**src/pevg_pkg.sv**
```systemverilog
`default_nettype none

package pevg_pkg;

  // Configuration register indexes.
  localparam logic [2:0] CfgXDir    = 3'd0;
  localparam logic [2:0] CfgYDir    = 3'd1;
  localparam logic [2:0] CfgOriginX = 3'd2;
  localparam logic [2:0] CfgOriginY = 3'd3;
  localparam logic [2:0] CfgOriginZ = 3'd4;

  localparam logic [47:0] XDirReset = 48'h0000_0000_4000;
  localparam logic [47:0] YDirReset = 48'h0000_4000_0000;

  // One ellipse request as it sits in the queue.
  typedef struct packed {
    logic signed [31:0] center_u;
    logic signed [31:0] center_v;
    logic signed [31:0] major_u;
    logic signed [31:0] major_v;
    logic [15:0]        radius_ratio;
  } req_t;

  // Plane setup: directions are Q2.14, origin Q16.16.
  typedef struct packed {
    logic [2:0][15:0] xd;
    logic [2:0][15:0] yd;
    logic [2:0][31:0] org;
  } cfg_t;

  // Cosine and sine in signed Q2.30.
  typedef struct packed {
    logic signed [31:0] c;
    logic signed [31:0] s;
  } cs_t;

  // Cosine and sine of a phase given in turns (2^32 per turn), evaluated by
  // quadrant folding and Taylor series in Horner form. Used for constant tables.
  function automatic cs_t trig_cs(input logic [31:0] ph);
    logic [31:0]        q;
    logic [31:0]        rr;
    logic               rneg;
    logic [63:0]        mag;
    logic [63:0]        a;
    logic [63:0]        x2;
    logic [63:0]        t;
    logic signed [31:0] c;
    logic signed [31:0] s;
    cs_t                res;
    q    = ((ph + 32'h2000_0000) >> 30) & 32'd3;
    rr   = ph - (q << 30);
    rneg = rr[31];
    mag  = rneg ? (64'h1_0000_0000 - {32'd0, rr}) : {32'd0, rr};
    a    = (mag * 64'd1686629713 + (64'd1 << 29)) >> 30;
    x2   = (a * a) >> 30;
    // Sine series.
    t = 64'd1 << 30;
    t = (64'd1 << 30) - ((x2 * t) >> 30) / 64'd72;
    t = (64'd1 << 30) - ((x2 * t) >> 30) / 64'd42;
    t = (64'd1 << 30) - ((x2 * t) >> 30) / 64'd20;
    t = (64'd1 << 30) - ((x2 * t) >> 30) / 64'd6;
    s = 32'((a * t) >> 30);
    if (rneg) begin
      s = -s;
    end
    // Cosine series.
    t = 64'd1 << 30;
    t = (64'd1 << 30) - ((x2 * t) >> 30) / 64'd90;
    t = (64'd1 << 30) - ((x2 * t) >> 30) / 64'd56;
    t = (64'd1 << 30) - ((x2 * t) >> 30) / 64'd30;
    t = (64'd1 << 30) - ((x2 * t) >> 30) / 64'd12;
    t = (64'd1 << 30) - ((x2 * t) >> 30) / 64'd2;
    c = 32'(t);
    case (q[1:0])
      2'd0: begin
        res.c = c;
        res.s = s;
      end
      2'd1: begin
        res.c = -s;
        res.s = c;
      end
      2'd2: begin
        res.c = -c;
        res.s = -s;
      end
      default: begin
        res.c = s;
        res.s = -c;
      end
    endcase
    return res;
  endfunction

  // Shift right by sh, rounding to nearest with ties away from zero.
  function automatic logic signed [63:0] rnd_sh(input logic signed [63:0] p,
                                                input int unsigned sh);
    logic [63:0] m;
    m = p[63] ? 64'(-p) : 64'(p);
    m = (m + (64'd1 << (sh - 1))) >> sh;
    return p[63] ? -$signed(m) : $signed(m);
  endfunction

  // Clamp to signed 32 bits.
  function automatic logic [31:0] sat32(input logic signed [41:0] v);
    logic [31:0] r;
    if (v > 42'sd2147483647) begin
      r = 32'h7fff_ffff;
    end else if (v < -42'sd2147483648) begin
      r = 32'h8000_0000;
    end else begin
      r = v[31:0];
    end
    return r;
  endfunction

endpackage

`default_nettype wire

```
**src/pevg_req_if.sv**
```systemverilog
`default_nettype none

// Request channel: one ellipse per beat.
interface pevg_req_if;
  logic               valid;
  logic               ready;
  logic signed [31:0] center_u;
  logic signed [31:0] center_v;
  logic signed [31:0] major_u;
  logic signed [31:0] major_v;
  logic [15:0]        radius_ratio;

  modport source (
    output valid, center_u, center_v, major_u, major_v, radius_ratio,
    input  ready
  );
  modport sink (
    input  valid, center_u, center_v, major_u, major_v, radius_ratio,
    output ready
  );
endinterface

`default_nettype wire

```
**src/pevg_front.sv**
```systemverilog
`default_nettype none

// Request front end: takes request beats into a two-entry queue.
module pevg_front (
  input  wire logic       clk_i,
  input  wire logic       rst_ni,
  pevg_req_if.sink        req,
  output pevg_pkg::req_t  q_data_o,
  output logic            q_valid_o,
  input  wire logic       q_pop_i
);

  pevg_pkg::req_t mem_q [2];
  logic           wr_ptr_q, wr_ptr_d;
  logic           rd_ptr_q, rd_ptr_d;
  logic [1:0]     cnt_q, cnt_d;
  logic           push;
  logic           pop;

  assign req.ready = (cnt_q != 2'd2);
  assign push      = req.valid && req.ready;
  assign pop       = q_pop_i && (cnt_q != 2'd0);
  assign q_valid_o = (cnt_q != 2'd0);
  assign q_data_o  = mem_q[rd_ptr_q];

  // Pointer and fill bookkeeping.
  always_comb begin
    wr_ptr_d = push ? ~wr_ptr_q : wr_ptr_q;
    rd_ptr_d = pop ? ~rd_ptr_q : rd_ptr_q;
    cnt_d    = cnt_q + 2'(push) - 2'(pop);
  end

  always_ff @(posedge clk_i or negedge rst_ni) begin
    if (!rst_ni) begin
      wr_ptr_q <= 1'b0;
      rd_ptr_q <= 1'b0;
      cnt_q    <= 2'd0;
    end else begin
      wr_ptr_q <= wr_ptr_d;
      rd_ptr_q <= rd_ptr_d;
      cnt_q    <= cnt_d;
    end
  end

  // Queue storage.
  always_ff @(posedge clk_i) begin
    if (push) begin
      mem_q[wr_ptr_q] <= '{center_u:     req.center_u,
                            center_v:     req.center_v,
                            major_u:      req.major_u,
                            major_v:      req.major_v,
                            radius_ratio: req.radius_ratio};
    end
  end

endmodule

`default_nettype wire

```
**src/flat_wrapper.sv**
```systemverilog
// flat-port wrapper written by rule: the top's interface ports become plain ports
module pevg_front_flat 
  (clk_i, rst_ni, q_data_o, q_valid_o, q_pop_i, req_valid, req_center_u, req_center_v, req_major_u, req_major_v, req_radius_ratio, req_ready);
  pevg_req_if req_i ();
  input  wire logic clk_i;
  input  wire logic rst_ni;
  output pevg_pkg::req_t q_data_o;
  output logic q_valid_o;
  input  wire logic q_pop_i;
  input wire logic [$bits(req_i.valid)-1:0] req_valid;
  input wire logic [$bits(req_i.center_u)-1:0] req_center_u;
  input wire logic [$bits(req_i.center_v)-1:0] req_center_v;
  input wire logic [$bits(req_i.major_u)-1:0] req_major_u;
  input wire logic [$bits(req_i.major_v)-1:0] req_major_v;
  input wire logic [$bits(req_i.radius_ratio)-1:0] req_radius_ratio;
  output wire logic [$bits(req_i.ready)-1:0] req_ready;
  assign req_i.valid = req_valid;
  assign req_i.center_u = req_center_u;
  assign req_i.center_v = req_center_v;
  assign req_i.major_u = req_major_u;
  assign req_i.major_v = req_major_v;
  assign req_i.radius_ratio = req_radius_ratio;
  assign req_ready = req_i.ready;
  pevg_front u_core (.clk_i(clk_i), .rst_ni(rst_ni), .req(req_i), .q_data_o(q_data_o), .q_valid_o(q_valid_o), .q_pop_i(q_pop_i));
endmodule
```
**config.mk**
```make
export PLATFORM = sky130hd
export DESIGN_NAME = pevg_front_flat
export DESIGN_NICKNAME = d
export VERILOG_FILES = /design/src/pevg_pkg.sv /design/src/pevg_req_if.sv /design/src/pevg_front.sv /design/src/flat_wrapper.sv
export SDC_FILE = /design/constraint.sdc
export NUM_CORES = 1
export LEC_CHECK = 0
export BUFFER_PORTS_ARGS = -buffer_cell sky130_fd_sc_hd__buf_2
export CAP_MARGIN = 40
export CORE_MARGIN = 5
export CORE_UTILIZATION = 56
export CTS_BUF_LIST = sky130_fd_sc_hd__clkbuf_16
export DETAILED_ROUTE_END_ITERATION = 7
export PLACE_DENSITY = 0.84
export SKIP_LAST_GASP = 1
export SYNTH_ARGS = -nofsm -noshare
export SYNTH_HDL_FRONTEND = slang
export SYNTH_SLANG_ARGS = --single-unit
```
**constraint.sdc**
```tcl
create_clock -name clk_i -period 11.6 [get_ports clk_i]
set_input_delay 0 -clock clk_i [delete_from_list [all_inputs] [get_ports clk_i]]
set_output_delay 0 -clock clk_i [all_outputs]
set_load 0.02 [all_outputs]
```
**Yosys cells after proc, flatten, opt, wreduce, memory -nomap -nowiden**

Memories as Yosys holds them, arrays and structs flattened.
Index checks and enable logic that the tools add are counted.

- Add/subtract/negate cells: 2
- Eq/ne operators: 1
- Muxes and demuxes: 2
- Bitwise logic cells: 2
- Reduce and logical (&&, ||, !) cells: 3

Operator list:

| cell | number |
|---|---|
| $add A2 B1 Y2 | 1 |
| $logic_and A1 B1 Y1 | 2 |
| $mux W1 | 2 |
| $ne A2 B2 Y1 const B | 1 |
| $not A1 Y1 | 2 |
| $reduce_bool A2 Y1 | 1 |
| $sub A2 B1 Y2 | 1 |

- Register bits: 4
- RAM bits: 288
- Output and inout port bits: 146
- Word-level logic and storage cells: 14
- Memories: 1

Memories:

| memory | depth | bits a word | read ports | clocked after memory_dff | wr ports | RTL line | RTL |
|---|---|---|---|---|---|---|---|
| u_core.mem_q | 2 | 144 | 1 | 0 | 1 | pevg_front.sv:13 | `pevg_pkg::req_t mem_q [2];` |

**Depth between registers and ports, before layout**

Gate-level depths: netlist of the first run.

- Depth after elaboration: 4
- Gate-level depth with buffers: 7

**Least setup slack after synthesis of the first run**

No wires, ideal clock.

- Path kind: reg2reg
- Start point: register u_core.cnt_q[1]
- End point: memory u_core.mem_q[0][0] in the netlist's numbering (enable)
- Setup time: 0.650 ns
- Arrival time: 6.730 ns
- Setup slack: 4.220 ns
- Stages on the path, launching flop included: 4
- Path buffers: 0
- Period minus slack after synthesis: 7.380 ns
- Path through: dfrtp_1 nand2b_1 nand2_1 nor2_1

- Cells in the longest elaborated chain, start to end: 4

Ends and longest elaborated chain:

| element | RTL line | RTL |
|---|---|---|
| start: declaration | pevg_front.sv:16 | `logic [1:0] cnt_q, cnt_d;` |
| start signal: assignment | pevg_front.sv:41 | `cnt_q <= cnt_d;` |
| $ne A2 B2 Y1 | pevg_front.sv:20 | `assign req.ready = (cnt_q != 2'd2);` |
| named net req_ready | flat_wrapper.sv:16 | `output wire logic [$bits(req_i.ready)-1:0] req_ready;` |
| $logic_and A1 B1 Y1 | pevg_front.sv:21 | `assign push = req.valid && req.ready;` |
| $mux W1 | pevg_front.sv:47 | `if (push) begin` |
| $mux W1 (not written as such) | pevg_front.sv:48 | `mem_q[wr_ptr_q] <= '{center_u: req.center_u,` |
| end: declaration | pevg_front.sv:13 |  |

The timed path passes the listed nets, and every way through them passes these cells.

**Worst setup path after layout of the first run**

- Start point: register u_core.cnt_q[1]
- End point: memory u_core.mem_q[0][95] in the netlist's numbering (enable)

- Cells in the longest elaborated chain, start to end: 4

Ends and longest elaborated chain:

| element | RTL line |
|---|---|
| $ne A2 B2 Y1 | pevg_front.sv:20 |
| $logic_and A1 B1 Y1 | pevg_front.sv:21 |
| $mux W1 | pevg_front.sv:47 |
| $mux W1 (not written as such) | pevg_front.sv:48 |

No other way between the ends.

==> flow_summary.yaml, run 1 <==
critical_path:
  timing.critical_path.cells: "nand2b_1 > nand2_1 > nor2_4 > buf_16 > buf_4 > buf_4"
  timing.critical_path.arrival_ps: 3330
  path_class: "flop to flop"
  worst-path-max-fanout: 54
  start_kind: "flop"
  required_ps: 11750
  critPathSlowestCell: "buf_4"
  worst_path_dominant_cell_family: "buffers and inverters"
  worst_path_most_repeated_cell: "buf_4"
  critical_path_sink_type: "flop"
  critPathBufInv: 3
  critPathMaxStageDelay_ps: 680
sta:
  slew-limit-headroom_pct: 37.7
  clock.fmax_ghz: 0.315
  tightest_slew_ps: 934
  slew_violations: 0
  report.final.setup_viol: 0
  fin_crit_ps: 3180
  timing_hold_violations_final: 0
  grt_setup_unrepaired: "false"
  pnr_worst_setup_slack_ps: 8420
  final_min_period_over_clock_period_pct: 27.4
  finClkSkew_ps: 10.8
  setup-tns-final_ps: 0
logic_synthesis:
  async_flop_share_pct: 1.37
  ys_top_cells_by_area: "edfxtp_1 80%, mux2_2 9.8%, mux2_4 7.0%"
  synth_cell_types: 16
  synthDominantCellAreaShare_pct: 80.2
  synth_ff_type: "edfxtp_1"
  yosysMostFrequentCell: "edfxtp_1"
  synth_fp_nets: 617
  postSynthAreaPerCell_um2: 23.1
  synth_edf_count: 288
  ys.warnings.count: 0
  synth.cells.most_frequent: "288 x edfxtp_1, 94 x mux2_2, 50 x mux2_4, 9 x buf_2, 7 x buf_6"
  syn_inst: 467
  netlist.top_cell.by_area: "edfxtp_1"
  seq_area_frac_synth_pct: 81.1
  synth_area_um2: 10800
  number_of_flip_flops_and_latches_in_the_synthesized_netlist: 292
route:
  route.detailed.drc: 0
  drt-initial-drc-count: 309
  number_of_vias_per_cell_after_detailed_routing: 5.18
  via_count: 6287
  wl_per_cell_um: 22.1
  routed_wirelength_um: 26800
  antenna_violating_nets_post_route: 0
  first_pass_iters: 4
run:
  maximum_capacitance_violations: 0
power:
  power.ir.vdd_worst_mv: 0.268
  powerDensity_nw_per_um2: 248
  power.static_leakage_nw: 5.85
finish:
  drive_above_1_share_pct: 50.8
  fin_cells: 1214
  num-nets-final: 1079
  area_delta_synth_final_pct: 38.6
placed_design:
  routabilityCongestion: 0.798
  worst_setup_slack_before_clock_tree_synthesis_ps: 8440
  detailedPlacementHpwl_um: 14500
  io_buffers: 293
  post-place-cells: 1011
cts:
  cts_repair_resize_count: 0
  cts_htree_levels: 1
  cts_root_buf: "clkbuf_16"
  clock_sink_count: 292
  clock_tree.buffer_depth: 3
  tritoncts: "built"
  numCtsBuffers: 28
  insertion_delay_ps: 530
  cts.clk_slew.worst_paths_ps: 60
die:
  die_w_um: 149
  area_inside_the_core_boundary_um2: 18800
  die-area_um2: 22100
  die-height_um: 149
  initial_utilization_pct: 57.3
  placement_rows: 50
  num_io_pins: 294
grt:
  largest_net_degree_at_the_start_of_global_routing: 65
  grt_pass1_vias: 6980
  grt_overflow: 0
  globalRouteTotalUtil_pct: 23.6
  initial_antenna_violation_count: 4
  grt_pass1_wl_um: 39900
worst_hold_path:
  worst_hold_path_type: "input pin to flop"
run_status:
  run_status: "complete, no violations"
[per-stage QoR]
step	instance area (µm²)	util [%]	hold slack, ps	total power, mW
final	14900	79.4	195	3.70
after global routing	14900	79.4	184	3.84
after CTS	14900	79.3	167	3.68
after detailed placement	12600	66.7	-190	2.77
after global placement	12500	66.4	-194	2.71
after floorplan	10800	-	-296	2.43
[state kept, by name (all words and copies together) (netlist names)]
name,count
u_core.mem_q,288
u_core.wr_ptr_q,1
u_core.rd_ptr_q,1
u_core.cnt_q,2
[cell families after synthesis]
kind of cell	Yosys count	synth area share, %
flip-flops	292	81.1
multiplexers	144	16.8
buffers and inverters	19	1.25
AND/OR/NAND/NOR	6	0.302
XOR/XNOR	4	0.325
adder cells (fa/ha/maj)	2	0.232
[report_power, final]
| part | internal, mW | switching [mW] | total (mW) |
|---|---|---|---|
| Clock | 0.515 | 0.362 | 0.876 |
| Combinational | 0.526 | 0.764 | 1.29 |
| Sequential | 1.45 | 0.0881 | 1.53 |
[per-layer routing]
layer / GRT usage, % / share of wire, % / vias to the layer above
met5: 0 / 0 / -
met4: 6.73 / 2.5 / 0
met3: 6.50 / 9.9 / 53
met2: 42.1 / 52 / 374
met1: 28.4 / 36 / 3076
li1: - / - / 2784
[worst paths after layout]
| path | startpoint | cells past startpoint | endpoint | slack (ps) |
|---|---|---|---|---|
| min in group asynchronous | rst_ni | 3 | u_core.cnt_q[0] | 390 |
| max | u_core.cnt_q[1] | 6 | u_core.mem_q[0][95] | 8420 |
| min | req_radius_ratio[5] | 2 | u_core.mem_q[0][5] | 200 |
| max in group asynchronous | rst_ni | 3 | u_core.rd_ptr_q | 10980 |
| min reg2reg | u_core.cnt_q[1] | 1 | u_core.cnt_q[1] | 590 |
| max reg2reg | u_core.cnt_q[1] | 6 | u_core.mem_q[0][95] | 8420 |
[cell type report]
class | instances | area [µm²]
sequential | 292 | 8750
multi-input combinational | 156 | 1910
antenna | 4 | 10.0
clock buffer | 29 | 726
fill | 918 | 3880
tap | 260 | 325
inverter | 3 | 11.3
timing repair buffer | 448 | 3040
clock inverter | 22 | 169
[repair_timing]
action                    CTS  global route
hold buffers              148             0
setup buffers               0             0
hold endpoints to repair  295             0
[layout by cell type, fill, tap and decap left out, drive strengths merged]
cell and instances:
xnor2 3, ha 2, and2 1, nand2 1, clkbuf 29, and3 1, edfxtp 288, xor2 1
inv 12, buf 300, diode 4, dlygate4sd3 148, nor2 1, clkinv 10, nand2b 1, or2 1
mux2 144, dfrtp 4, bufinv 3
(Power assumes the default switching activity.)
==> run 2: changes to the inputs <==
CORE_UTILIZATION = 52   (was 56)
PLACE_DENSITY = 0.79   (was 0.84)
clock period = 3 ns   (was 11.6 ns; I/O delays follow)
==> flow_summary.yaml, run 2 (synthesis gave the netlist of run 1 again) <==
critical_path:
  path_class: "flop to output pin"
  required_ps: 3000
  start_kind: "flop"
  startpoint_of_the_worst_setup_timing_path: "u_core.rd_ptr_q"
  worst-path-max-fanout: 61
  critPathMaxStageDelay_ps: 820
  r2r_setup_slack_ps: 1080
  r2r_cells: 4
  r2r-start: "u_core.cnt_q[1]"
  timing.critical_path.arrival_ps: 2380
  timing.critical_path.cells: "buf_12 > mux2_2 > buf_2"
  rr_endpoint: "u_core.mem_q[0][45]"
  critical_path_sink_type: "output pin"
  critPathSlowestCell: "dfrtp_4"
sta:
  finClkSkew_ps: 9.80
  report.final.setup_viol: 0
  pnr_worst_setup_slack_ps: 621
  slew_violations: 0
  slew-limit-headroom_pct: 57.6
  tightest_slew_ps: 634
  timing_hold_violations_final: 0
  setup-tns-final_ps: 0
  clock.fmax_ghz: 0.420
  final_min_period_over_clock_period_pct: 79.3
  fin_crit_ps: 2380
  grt_setup_unrepaired: "false"
route:
  first_pass_iters: 7
  number_of_vias_per_cell_after_detailed_routing: 5.08
  routed_wirelength_um: 25400
  wl_per_cell_um: 20.8
  drt-initial-drc-count: 338
  via_count: 6215
  route.detailed.drc: 0
  antenna_violating_nets_post_route: 0
cts:
  insertion_delay_ps: 510
  clock_tree.buffer_depth: 3
  cts_setup_buffers: 0
  cts_root_buf: "clkbuf_16"
  clock_sink_count: 292
  cts_htree_levels: 1
  cts_repair_resize_count: 0
  numCtsBuffers: 28
  cts.clk_slew.worst_paths_ps: 70
  tritoncts: "built"
finish:
  area_delta_synth_final_pct: 39.7
  largest_regs: "u_core.mem_q (288), u_core.cnt_q (2)"
  num-nets-final: 1079
  commonest_non_fill_non_tap_cell_in_the_layout: "buf_2"
  largest_register_ff_count: 288
  most_frequent_cells_in_the_layout: "293 x buf_2, 288 x edfxtp_1, 148 x dlygate4sd3_1"
  drive_above_1_share_pct: 51.6
  utilization_pct: 74.2
  top_register: "u_core.mem_q"
grt:
  initial_antenna_violation_count: 2
  grt_pass1_vias: 7043
  largest_net_degree_at_the_start_of_global_routing: 74
  grt_overflow: 0
  globalRouteTotalUtil_pct: 20.6
  grt_pass1_wl_um: 38300
worst_hold_path:
  hold_path_end: "u_core.mem_q[0][47]"
  worst_hold_path_type: "input pin to flop"
  hold_depth: 2
  holdCritStartpoint: "req_major_v[31]"
placed_design:
  detailedPlacementHpwl_um: 15000
  io_buffers: 293
  routabilityCongestion: 0.783
  worst_setup_slack_before_clock_tree_synthesis_ps: 1060
die:
  num_io_pins: 294
  die-area_um2: 23700
  die_w_um: 154
  initial_utilization_pct: 53.1
  area_inside_the_core_boundary_um2: 20300
  die-height_um: 154
  placement_rows: 52
power:
  power.ir.vdd_worst_mv: 0.752
  power.static_leakage_nw: 5.89
  powerDensity_nw_per_um2: 960
run:
  maximum_capacitance_violations: 0
run_status:
  run_status: "complete, no violations"
==> run 2: changes by cell type in the layout (fill, tap and decap cells not counted), moves of 2 or more <==
| cell | before | now |
|---|---|---|
| buf_12 | 0 | 6 |
| clkinv_2 | 2 | 7 |
| buf_4 | 5 | 1 |
| inv_1 | 12 | 8 |
| buf_16 | 2 | 0 |
| bufinv_16 | 3 | 5 |
| diode_2 | 4 | 2 |
==> run 2: stage by stage <==
stage	power, mW	hold WS (ps)	cell area [µm²]	cells
3_3_place_gp	10.6	-191	12600	1021
5_1_grt	15.0	194	15100	1223
3_5_place_dp	10.8	-190	12600	1021
6_report	14.5	202	15100	1223
4_1_cts	14.5	175	15100	1221
2_1_floorplan	9.28	-296	10800	467
==> run 2: where the power goes <==
group          internal, mW  switching (mW)
clock network          2.17            1.42
logic                  2.07            2.87
registers              5.58           0.364
total                  9.82            4.65
==> run 2: cell type report <==
| class | instances | area [µm²] |
|---|---|---|
| fillers | 1129 | 5240 |
| repair buffers | 448 | 3080 |
| clock inverters | 23 | 226 |
| diodes | 2 | 5.00 |
| multi-input cells | 156 | 1930 |
| inverters | 3 | 11.3 |
| flip-flops and latches | 292 | 8750 |
| well taps | 270 | 338 |
| clock buffers | 29 | 726 |
==> run 2: per-layer routing <==
layer  up-vias  GRT usage (%)  wire, µm
met4         0           5.68       598
met1      3063           23.7      9020
li1       2785              -         -
met2       317           37.4     13400
met5         -              0         0
met3        50           6.01      2340
==> run 2: critical path, delay by kind of cell (launching register included) <==
family   cells  cell delay, ps
buf+inv      2             550
flops        1             820
mux          1             400
==> run 2: repair_timing <==
action	4_1_cts	5_1_grt
endpoints found under the setup margin	0	0
hold buffers	148	0
hold endpoints to repair	295	0
==> run 2: worst max-delay path by stage <==
stage / to / slack (ps)
finish: q_data_o[8] / 620
global route: q_data_o[143] / 540
CTS: q_data_o[8] / 590
detailed placement: u_core.mem_q[0][59] / 1060
global placement: u_core.mem_q[0][127] / 1170
floorplan: u_core.mem_q[0][0] / -160
